[src/hw/rtl/dcq_pkg.sv]
`timescale 1ns / 1ps

package dcq_pkg;

    localparam int QUEUE_DEPTH = 16;
    localparam int KEY_BITS    = 32;

    localparam int PORT_KEY_W = 32;
    localparam int COUNT_W    = 5;
    localparam int OP_W       = 3;
    localparam int STATUS_W   = 3;

    localparam int ADDR_W = (QUEUE_DEPTH > 1) ? $clog2(QUEUE_DEPTH) : 1;
    localparam int CNT_W  = $clog2(QUEUE_DEPTH + 1);

    localparam logic [OP_W-1:0] OP_ADD    = 3'd0;
    localparam logic [OP_W-1:0] OP_REMOVE = 3'd1;
    localparam logic [OP_W-1:0] OP_POP    = 3'd2;
    localparam logic [OP_W-1:0] OP_PEEK   = 3'd3;
    localparam logic [OP_W-1:0] OP_CLEAR  = 3'd4;

    localparam logic [STATUS_W-1:0] ST_OK       = 3'd0;
    localparam logic [STATUS_W-1:0] ST_FULL     = 3'd1;
    localparam logic [STATUS_W-1:0] ST_DUP      = 3'd2;
    localparam logic [STATUS_W-1:0] ST_NOTFOUND = 3'd3;
    localparam logic [STATUS_W-1:0] ST_EMPTY    = 3'd4;

    typedef struct packed {
        logic [KEY_BITS-1:0] key;
        logic                rep;
    } slot_t;

    localparam int SLOT_W = $bits(slot_t);

    function automatic logic [KEY_BITS-1:0] key_from_port(input logic [PORT_KEY_W-1:0] k);
        logic [KEY_BITS+PORT_KEY_W-1:0] wide;
        wide = {{KEY_BITS{1'b0}}, k};
        return wide[KEY_BITS-1:0];
    endfunction

    function automatic logic [PORT_KEY_W-1:0] key_to_port(input logic [KEY_BITS-1:0] k);
        logic [KEY_BITS+PORT_KEY_W-1:0] wide;
        wide = {{PORT_KEY_W{1'b0}}, k};
        return wide[PORT_KEY_W-1:0];
    endfunction

    function automatic logic [COUNT_W-1:0] count_to_port(input logic [CNT_W-1:0] c);
        logic [CNT_W+COUNT_W-1:0] wide;
        wide = {{COUNT_W{1'b0}}, c};
        return wide[COUNT_W-1:0];
    endfunction

endpackage

[src/hw/rtl/dcq_ram.sv]
`timescale 1ns / 1ps

module dcq_ram #(
    parameter int WIDTH  = 8,
    parameter int DEPTH  = 16,
    parameter int ADDR_W = (DEPTH > 1) ? $clog2(DEPTH) : 1
) (
    input  logic              clk,
    input  logic              we,
    input  logic [ADDR_W-1:0] waddr,
    input  logic [WIDTH-1:0]  wdata,
    input  logic [ADDR_W-1:0] raddr,
    output logic [WIDTH-1:0]  rdata
);

    logic [WIDTH-1:0] mem [DEPTH];
    logic [WIDTH-1:0] rdata_reg;

    always_ff @(posedge clk)
    begin
        if (we)
        begin
            mem[waddr] <= wdata;
        end
        rdata_reg <= mem[raddr];
    end

    assign rdata = rdata_reg;

endmodule

[src/hw/rtl/dedup_command_queue.sv]
`timescale 1ns / 1ps

// Channel   Direction  Handshake            Fields
// input     in         in_valid, in_stall   operation, cmd_key, repeat_flag
// output    out        out_valid, out_stall status, entry_valid, entry_key, entry_repeat, count
//
// One item is worked on at a time; in_stall is high from acceptance until the result is
// loaded into the output register. Peek, clear, pop of an empty queue and add to a full
// queue go straight to the result state. Add walks the stored keys through the RAM read
// port at one key per cycle. Remove walks to the match and then moves every later entry
// one slot toward the head; pop only moves. Reset clears the entry count, so no clearing
// pass is needed. A stalled result holds in the output register while the next item is
// accepted.

module dedup_command_queue
    import dcq_pkg::*;
(
    input  logic                  clk,
    input  logic                  rst_n,
    input  logic                  in_valid,
    output logic                  in_stall,
    input  logic [OP_W-1:0]       operation,
    input  logic [PORT_KEY_W-1:0] cmd_key,
    input  logic                  repeat_flag,
    output logic                  out_valid,
    input  logic                  out_stall,
    output logic [STATUS_W-1:0]   status,
    output logic                  entry_valid,
    output logic [PORT_KEY_W-1:0] entry_key,
    output logic                  entry_repeat,
    output logic [COUNT_W-1:0]    count
);

    localparam logic [1:0] S_IDLE   = 2'd0;
    localparam logic [1:0] S_SEARCH = 2'd1;
    localparam logic [1:0] S_SHIFT  = 2'd2;
    localparam logic [1:0] S_DONE   = 2'd3;

    logic [1:0]          state_reg, state_next;
    logic [CNT_W-1:0]    fill_reg, fill_next;
    logic                cmp_vld_reg, cmp_vld_next;
    logic                sh_vld_reg, sh_vld_next;
    logic                out_valid_reg, out_valid_next;

    logic [OP_W-1:0]     op_reg, op_next;
    logic [KEY_BITS-1:0] key_reg, key_next;
    logic                rep_reg, rep_next;
    logic [STATUS_W-1:0] st_reg, st_next;
    slot_t               head_reg, head_next;
    slot_t               pop_reg, pop_next;
    logic [CNT_W-1:0]    issue_idx_reg, issue_idx_next;
    logic [ADDR_W-1:0]   cmp_idx_reg, cmp_idx_next;
    logic [CNT_W-1:0]    rd_idx_reg, rd_idx_next;
    logic [ADDR_W-1:0]   sh_dst_reg, sh_dst_next;

    logic [STATUS_W-1:0]   status_reg, status_next;
    logic                  ev_reg, ev_next;
    logic [PORT_KEY_W-1:0] ekey_reg, ekey_next;
    logic                  erep_reg, erep_next;
    logic [COUNT_W-1:0]    count_reg, count_next;

    logic              ram_we;
    logic [ADDR_W-1:0] ram_waddr;
    slot_t             ram_wdata;
    logic [ADDR_W-1:0] ram_raddr;
    logic [SLOT_W-1:0] ram_rdata;
    slot_t             rd_slot;
    logic              hit;
    logic              accept;
    logic              out_free;

    dcq_ram #(
        .WIDTH (SLOT_W),
        .DEPTH (QUEUE_DEPTH)
    ) u_slots (
        .clk   (clk),
        .we    (ram_we),
        .waddr (ram_waddr),
        .wdata (ram_wdata),
        .raddr (ram_raddr),
        .rdata (ram_rdata)
    );

    assign rd_slot  = slot_t'(ram_rdata);
    assign in_stall = (state_reg != S_IDLE);
    assign accept   = in_valid && !in_stall;
    assign out_free = !out_valid_reg || !out_stall;
    assign hit      = cmp_vld_reg && (rd_slot.key == key_reg);

    always_comb
    begin
        state_next     = state_reg;
        fill_next      = fill_reg;
        cmp_vld_next   = cmp_vld_reg;
        sh_vld_next    = sh_vld_reg;
        out_valid_next = out_valid_reg;
        op_next        = op_reg;
        key_next       = key_reg;
        rep_next       = rep_reg;
        st_next        = st_reg;
        head_next      = head_reg;
        pop_next       = pop_reg;
        issue_idx_next = issue_idx_reg;
        cmp_idx_next   = cmp_idx_reg;
        rd_idx_next    = rd_idx_reg;
        sh_dst_next    = sh_dst_reg;
        status_next    = status_reg;
        ev_next        = ev_reg;
        ekey_next      = ekey_reg;
        erep_next      = erep_reg;
        count_next     = count_reg;
        ram_we         = 1'b0;
        ram_waddr      = '0;
        ram_wdata      = '{key: key_reg, rep: rep_reg};
        ram_raddr      = '0;

        if (out_valid_reg && !out_stall)
        begin
            out_valid_next = 1'b0;
        end

        unique case (state_reg)
            S_IDLE:
            begin
                if (accept)
                begin
                    op_next        = operation;
                    key_next       = key_from_port(cmd_key);
                    rep_next       = repeat_flag;
                    st_next        = ST_OK;
                    issue_idx_next = '0;
                    cmp_vld_next   = 1'b0;
                    state_next     = S_DONE;
                    case (operation)
                        OP_ADD:
                        begin
                            if (fill_reg == CNT_W'(QUEUE_DEPTH))
                            begin
                                st_next = ST_FULL;
                            end
                            else
                            begin
                                state_next = S_SEARCH;
                            end
                        end
                        OP_REMOVE:
                        begin
                            state_next = S_SEARCH;
                        end
                        OP_POP:
                        begin
                            if (fill_reg == '0)
                            begin
                                st_next = ST_EMPTY;
                            end
                            else
                            begin
                                pop_next    = head_reg;
                                rd_idx_next = CNT_W'(1);
                                sh_vld_next = 1'b0;
                                state_next  = S_SHIFT;
                            end
                        end
                        OP_PEEK:
                        begin
                            if (fill_reg == '0)
                            begin
                                st_next = ST_EMPTY;
                            end
                        end
                        OP_CLEAR:
                        begin
                            fill_next = '0;
                        end
                        default:
                        begin
                        end
                    endcase
                end
            end

            S_SEARCH:
            begin
                if (issue_idx_reg < fill_reg)
                begin
                    ram_raddr      = issue_idx_reg[ADDR_W-1:0];
                    cmp_idx_next   = issue_idx_reg[ADDR_W-1:0];
                    cmp_vld_next   = 1'b1;
                    issue_idx_next = issue_idx_reg + CNT_W'(1);
                end
                else
                begin
                    cmp_vld_next = 1'b0;
                end

                if (hit)
                begin
                    cmp_vld_next = 1'b0;
                    if (op_reg == OP_ADD)
                    begin
                        st_next    = ST_DUP;
                        state_next = S_DONE;
                    end
                    else
                    begin
                        rd_idx_next = CNT_W'(cmp_idx_reg) + CNT_W'(1);
                        sh_vld_next = 1'b0;
                        state_next  = S_SHIFT;
                    end
                end
                else if (!cmp_vld_reg && (issue_idx_reg >= fill_reg))
                begin
                    if (op_reg == OP_ADD)
                    begin
                        ram_we    = 1'b1;
                        ram_waddr = fill_reg[ADDR_W-1:0];
                        if (fill_reg == '0)
                        begin
                            head_next = '{key: key_reg, rep: rep_reg};
                        end
                        fill_next = fill_reg + CNT_W'(1);
                    end
                    else
                    begin
                        st_next = ST_NOTFOUND;
                    end
                    state_next = S_DONE;
                end
            end

            S_SHIFT:
            begin
                if (rd_idx_reg < fill_reg)
                begin
                    ram_raddr   = rd_idx_reg[ADDR_W-1:0];
                    sh_vld_next = 1'b1;
                    sh_dst_next = ADDR_W'(rd_idx_reg - CNT_W'(1));
                    rd_idx_next = rd_idx_reg + CNT_W'(1);
                end
                else
                begin
                    sh_vld_next = 1'b0;
                end

                if (sh_vld_reg)
                begin
                    ram_we    = 1'b1;
                    ram_waddr = sh_dst_reg;
                    ram_wdata = rd_slot;
                    if (sh_dst_reg == '0)
                    begin
                        head_next = rd_slot;
                    end
                end
                else if (rd_idx_reg >= fill_reg)
                begin
                    fill_next  = fill_reg - CNT_W'(1);
                    state_next = S_DONE;
                end
            end

            S_DONE:
            begin
                if (out_free)
                begin
                    out_valid_next = 1'b1;
                    status_next    = st_reg;
                    count_next     = count_to_port(fill_reg);
                    if ((op_reg == OP_POP) && (st_reg == ST_OK))
                    begin
                        ev_next   = 1'b1;
                        ekey_next = key_to_port(pop_reg.key);
                        erep_next = pop_reg.rep;
                    end
                    else if (fill_reg != '0)
                    begin
                        ev_next   = 1'b1;
                        ekey_next = key_to_port(head_reg.key);
                        erep_next = head_reg.rep;
                    end
                    else
                    begin
                        ev_next   = 1'b0;
                        ekey_next = '0;
                        erep_next = 1'b0;
                    end
                    state_next = S_IDLE;
                end
            end

            default:
            begin
                state_next = S_IDLE;
            end
        endcase
    end

    always_ff @(posedge clk or negedge rst_n)
    begin
        if (!rst_n)
        begin
            state_reg     <= S_IDLE;
            fill_reg      <= '0;
            cmp_vld_reg   <= 1'b0;
            sh_vld_reg    <= 1'b0;
            out_valid_reg <= 1'b0;
        end
        else
        begin
            state_reg     <= state_next;
            fill_reg      <= fill_next;
            cmp_vld_reg   <= cmp_vld_next;
            sh_vld_reg    <= sh_vld_next;
            out_valid_reg <= out_valid_next;
        end
    end

    always_ff @(posedge clk)
    begin
        op_reg        <= op_next;
        key_reg       <= key_next;
        rep_reg       <= rep_next;
        st_reg        <= st_next;
        head_reg      <= head_next;
        pop_reg       <= pop_next;
        issue_idx_reg <= issue_idx_next;
        cmp_idx_reg   <= cmp_idx_next;
        rd_idx_reg    <= rd_idx_next;
        sh_dst_reg    <= sh_dst_next;
        status_reg    <= status_next;
        ev_reg        <= ev_next;
        ekey_reg      <= ekey_next;
        erep_reg      <= erep_next;
        count_reg     <= count_next;
    end

    assign out_valid    = out_valid_reg;
    assign status       = status_reg;
    assign entry_valid  = ev_reg;
    assign entry_key    = ekey_reg;
    assign entry_repeat = erep_reg;
    assign count        = count_reg;

    a_fill_bound: assert property (@(posedge clk) disable iff (!rst_n)
        fill_reg <= CNT_W'(QUEUE_DEPTH))
        else $error("entry count above queue depth");

    a_busy_after_accept: assert property (@(posedge clk) disable iff (!rst_n)
        accept |=> in_stall)
        else $error("input not stalled after an item was accepted");

    a_shift_write_in_range: assert property (@(posedge clk) disable iff (!rst_n)
        (ram_we && (state_reg == S_SHIFT)) |-> (CNT_W'(ram_waddr) < fill_reg))
        else $error("compaction write beyond the stored entries");

    a_empty_no_entry: assert property (@(posedge clk) disable iff (!rst_n)
        (out_valid && (status == ST_EMPTY)) |-> (!entry_valid && (count == '0)))
        else $error("empty status reported with an entry");

    a_idle_no_walk: assert property (@(posedge clk) disable iff (!rst_n)
        (state_reg == S_IDLE) |-> (!cmp_vld_reg && !sh_vld_reg))
        else $error("walk pipeline active while idle");

endmodule
[config.mk]
export PLATFORM = sky130hd
export DESIGN_NAME = dedup_command_queue
export DESIGN_NICKNAME = d
export VERILOG_FILES = /design/src/hw/rtl/dcq_pkg.sv /design/src/hw/rtl/dcq_ram.sv /design/src/hw/rtl/dedup_command_queue.sv
export SDC_FILE = /design/constraint.sdc
export NUM_CORES = 1
export LEC_CHECK = 0
export BUFFER_PORTS_ARGS = -buffer_cell sky130_fd_sc_hd__buf_4
export CAP_MARGIN = 5
export CELL_PAD_IN_SITES_DETAIL_PLACEMENT = 2
export CELL_PAD_IN_SITES_GLOBAL_PLACEMENT = 2
export CORE_MARGIN = 2
export CORE_UTILIZATION = 44
export DETAILED_ROUTE_END_ITERATION = 7
export GPL_TIMING_DRIVEN = 0
export PLACE_DENSITY = 0.84
export SLEW_MARGIN = 40
export SYNTH_ARGS = -nofsm -noshare
export SYNTH_HDL_FRONTEND = slang
export SYNTH_HIERARCHICAL = 1
export SYNTH_SLANG_ARGS = --single-unit
[constraint.sdc]
create_clock -name clk -period 5.3 [get_ports clk]
set_input_delay 0.53 -clock clk [delete_from_list [all_inputs] [get_ports clk]]
set_output_delay 0.53 -clock clk [all_outputs]
set_load 0.005 [all_outputs]
==> run metrics <==
result of the run=complete, no violations; count of yosys warnings during synthesis=6; grt ovf=0; final hold slack=0.07141 ns; maximum number of pins on one net before global-route repair=22; flip-flop count of the largest register after layout=528; Setup TNS Final=0 ns; total track usage=0.2959; die span in x=259.2 µm; number of top-level pins=84; number of buffers added by the clock tree synthesis step=78; Antenna diodes=0; Post-layout nets=1,677; leakage power=11.13 nW; Yosys top cell by area=sky130_fd_sc_hd__edfxtp_1; Routed wire per std cell=38.67 µm; fraction of registers with async set or reset after synthesis=0.01359; netlist area before placement=28,660 µm²; Setup WS post-layout=0.1447 ns; Core Region=64,460 µm²; number of flops mapped to enable cells by yosys=693; Place WS=0.2280 ns; Worst R2R Start=state_reg[0]$_DFFE_PN0P_; required time of the worst setup path=5.60 ns; final weighted congestion of routability-driven global placement=0.7953; vias per cell=6.346; worst hold stages=1; highest net fanout along the worst path=10; final core utilization=0.5247; initial antenna violation count=2; post-route minimum period=5.155 ns; fmax=0.1940 GHz; vias in the first global route=17,369; total via count in the routed design=16,086; Final ANT Viol Nets=0; source-to-sink clock delay at the later pin of the worst-skew pair=0.64 ns; transition at the pin with the smallest max-transition slack=0.9347 ns; filler cell count=5,539; worst slew slack as a fraction of its limit=0.3769; Die H=259.2 µm; maximum buffer depth of the clock tree=3; Final Max Tran Viols=0; destination of the worst register-to-register timing path=u_slots/mem[12][15]$_DFFE_PP_; number of distinct library cells after synthesis=68; net count of the mapped netlist=1,452; hold crit path type=in2reg; Avg Synthesized Cell Area=20.60 µm²; unrepaired setup endpoints after global routing=no; length of the first detailed-routing pass in iterations=5; worst min-delay path endpoint=key_reg[15]$_DFFE_PP_; Starting Density=0.4445; DP Area=31,290 µm²; largest register by flop count=u_slots/mem; P&R area growth vs syn=18.03%; sequential share of the synthesized area=0.7579; Inst Count DP=2,388; fraction of final layout cells sized beyond drive strength 1=0.3030; post-CTS clock slew at the launch and capture registers of the worst setup and hold paths=0.06 ns; Hold Vio Cnt, Final=0; start point of the worst hold path=cmd_key[15]; DRC violations left=0; ranking of synthesized cells by area=sky130_fd_sc_hd__edfxtp_1 73%, sky130_fd_sc_hd__mux4_2 8.9%, sky130_fd_sc_hd__mux2_2 2.7%, sky130_fd_sc_hd__dfxtp_1 2.3%, sky130_fd_sc_hd__a22oi_1 1.9%; number of cells traversed by the worst register-to-register path=12; final worst-path cycle share=0.9727; most frequently used flop master after synthesis=sky130_fd_sc_hd__edfxtp_1; area fraction of the dominant cell type after synthesis=0.7262; Clock Skews=0.02635 ns; clock tree root buffer cell=sky130_fd_sc_hd__clkbuf_16; Placement Rows=93; post-route non-filler standard cell count=2,535; Clock Sinks=736; Die Area=67,190 µm²; maximum ir drop on the vdd rail=237.4 µV; DRT iter0 DRCs=1,769; total design power=19.85 mW; total non-filler cell area in the finished layout=33,820 µm²; data arrival time of the critical path=5.46 ns; critical path type=reg2reg; wire length of the first global-routing pass=138,100 µm; Setup crit start kind=flop; setup-violating endpoint count in the final report=0; reg2reg setup slack=0.14 ns; HPWL after detailed placement=62,610 µm; count of state elements after synthesis=736; sum of routed wire length over all layers=98,030 µm; # Max-Cap Violations=0; sort of element at the end of the critical path=flop; pwr/cell area=586.8 nW/µm²; TritonCTS clock tree=built; Syn Inst Count=1,391; I/O Buffers=83; H-tree depth=3
-- worst max path at each step --
stage	start	to	slack (ns)	cells after the start
after global routing	state_reg[0]$_DFFE_PN0P_	u_slots/mem[12][15]$_DFFE_PP_	0.03	12
after floorplan	fill_reg[4]$_DFFE_PN0P_	u_slots/mem[0][0]$_DFFE_PP_	0.42	8
after global placement	state_reg[0]$_DFFE_PN0P_	u_slots/mem[12][15]$_DFFE_PP_	-3.10	9
final	state_reg[0]$_DFFE_PN0P_	u_slots/mem[12][15]$_DFFE_PP_	0.14	12
after CTS	state_reg[0]$_DFFE_PN0P_	u_slots/mem[8][14]$_DFFE_PP_	0.02	12
after detailed placement	state_reg[0]$_DFFE_PN0P_	u_slots/mem[8][14]$_DFFE_PP_	0.23	12
-- report_power, final --
part | internal (mW) | switching [mW] | total [mW] | leakage (nW)
logic | 2.41 | 3.69 | 6.10 | 3.22
clock network | 3.12 | 2.41 | 5.52 | 1.23
registers | 7.59 | 0.635 | 8.22 | 6.68
total | 13.1 | 6.74 | 19.8 | 11.1
-- area by class of cell --
cell class                 count  area (µm²)  area share
buffer                        66       417.9     0.01236
clock buffer                 101        2153     0.06366
clock inverter                43       339.1     0.01002
inverter                      16       60.06    0.001776
multi-input combinational    573        6611      0.1955
sequential                   736       21720      0.6422
tap                          855        1070     0.03163
timing repair buffer         145        1451     0.04291
-- repair_timing --
item / 4_1_cts / 5_1_grt
endpoints found under the setup margin: 0 / 6
hold buffers: 1 / 0
resized for setup: 0 / 1
endpoints found under the hold margin: 10 / 0
buffers inserted: 0 / 1
-- cells by family after synthesis --
family / after synthesis / share of synthesized area
XOR/XNOR: 41 / 0.01253
AO/OA/AOI/OAI: 152 / 0.04026
buffers and inverters: 82 / 0.01659
AND/OR/NAND/NOR: 151 / 0.02724
adder cells (fa/ha/maj): 21 / 0.009431
flip-flops: 736 / 0.7579
multiplexers: 208 / 0.1360
-- cell usage in the layout (no fill, tap or decap), types with 3 or more instances in the layout --
cell	n
sky130_fd_sc_hd__clkbuf_1	42
sky130_fd_sc_hd__clkbuf_16	82
sky130_fd_sc_hd__nand2b_1	6
sky130_fd_sc_hd__nor2_1	15
sky130_fd_sc_hd__dfxtp_1	33
sky130_fd_sc_hd__buf_16	13
sky130_fd_sc_hd__a22o_1	33
sky130_fd_sc_hd__ha_1	20
sky130_fd_sc_hd__clkinv_1	18
sky130_fd_sc_hd__edfxtp_1	693
sky130_fd_sc_hd__nor3_2	4
sky130_fd_sc_hd__clkinv_2	16
sky130_fd_sc_hd__xor2_1	11
sky130_fd_sc_hd__buf_8	17
sky130_fd_sc_hd__nand2_1	53
sky130_fd_sc_hd__nand4_1	8
sky130_fd_sc_hd__xnor2_1	30
sky130_fd_sc_hd__nor2b_1	9
sky130_fd_sc_hd__nor2_4	12
sky130_fd_sc_hd__a21o_1	5
sky130_fd_sc_hd__nand3_1	8
sky130_fd_sc_hd__o21ai_0	6
sky130_fd_sc_hd__mux4_1	19
sky130_fd_sc_hd__nor3_1	5
sky130_fd_sc_hd__mux4_2	113
sky130_fd_sc_hd__dfrtp_1	10
sky130_fd_sc_hd__and3_1	3
sky130_fd_sc_hd__inv_1	16
sky130_fd_sc_hd__mux2_2	68
sky130_fd_sc_hd__or3_1	4
sky130_fd_sc_hd__a22oi_1	72
sky130_fd_sc_hd__bufinv_16	5
sky130_fd_sc_hd__buf_2	36
sky130_fd_sc_hd__a21oi_1	12
sky130_fd_sc_hd__clkbuf_8	3
sky130_fd_sc_hd__mux2i_1	5
sky130_fd_sc_hd__buf_4	105
sky130_fd_sc_hd__buf_12	7
sky130_fd_sc_hd__and2_1	5
-- Yosys cell counts, types with 10 or more instances --
cell type	number
sky130_fd_sc_hd__dfrtp_1	10
sky130_fd_sc_hd__mux4_2	113
sky130_fd_sc_hd__edfxtp_1	693
sky130_fd_sc_hd__mux4_1	19
sky130_fd_sc_hd__inv_1	16
sky130_fd_sc_hd__xor2_1	11
sky130_fd_sc_hd__ha_1	20
sky130_fd_sc_hd__dfxtp_1	33
sky130_fd_sc_hd__a22o_1	33
sky130_fd_sc_hd__buf_2	26
sky130_fd_sc_hd__a22oi_1	72
sky130_fd_sc_hd__clkbuf_1	26
sky130_fd_sc_hd__a21oi_1	13
sky130_fd_sc_hd__mux2_2	68
sky130_fd_sc_hd__nor2_1	27
sky130_fd_sc_hd__xnor2_1	30
sky130_fd_sc_hd__nand2_1	53
-- critical path: stages (launching register included) --
cell	delay [ns]
sky130_fd_sc_hd__dfrtp_1	0.42
sky130_fd_sc_hd__inv_1	0.14
sky130_fd_sc_hd__ha_1	0.44
sky130_fd_sc_hd__and2_0	0.48
sky130_fd_sc_hd__buf_2	0.46
sky130_fd_sc_hd__buf_2	0.42
sky130_fd_sc_hd__nand2_1	0.10
sky130_fd_sc_hd__a21boi_0	0.53
sky130_fd_sc_hd__nand3_1	0.51
sky130_fd_sc_hd__nor3_2	0.58
sky130_fd_sc_hd__buf_4	0.30
sky130_fd_sc_hd__buf_4	0.18
sky130_fd_sc_hd__buf_2	0.24
-- routing by layer --
| layer | vias up | wire length (µm) | track usage | part of all wire |
|---|---|---|---|---|
| li1 | 6198 | - | - | - |
| met1 | 8687 | 36870 | 0.3685 | 0.38 |
| met2 | 940 | 49780 | 0.5105 | 0.51 |
| met3 | 257 | 7092 | 0.05311 | 0.072 |
| met4 | 4 | 4262 | 0.1261 | 0.043 |
| met5 | - | 24 | 0 | 0.00024 |
No activity file was read; power rests on OpenSTA's default activity.
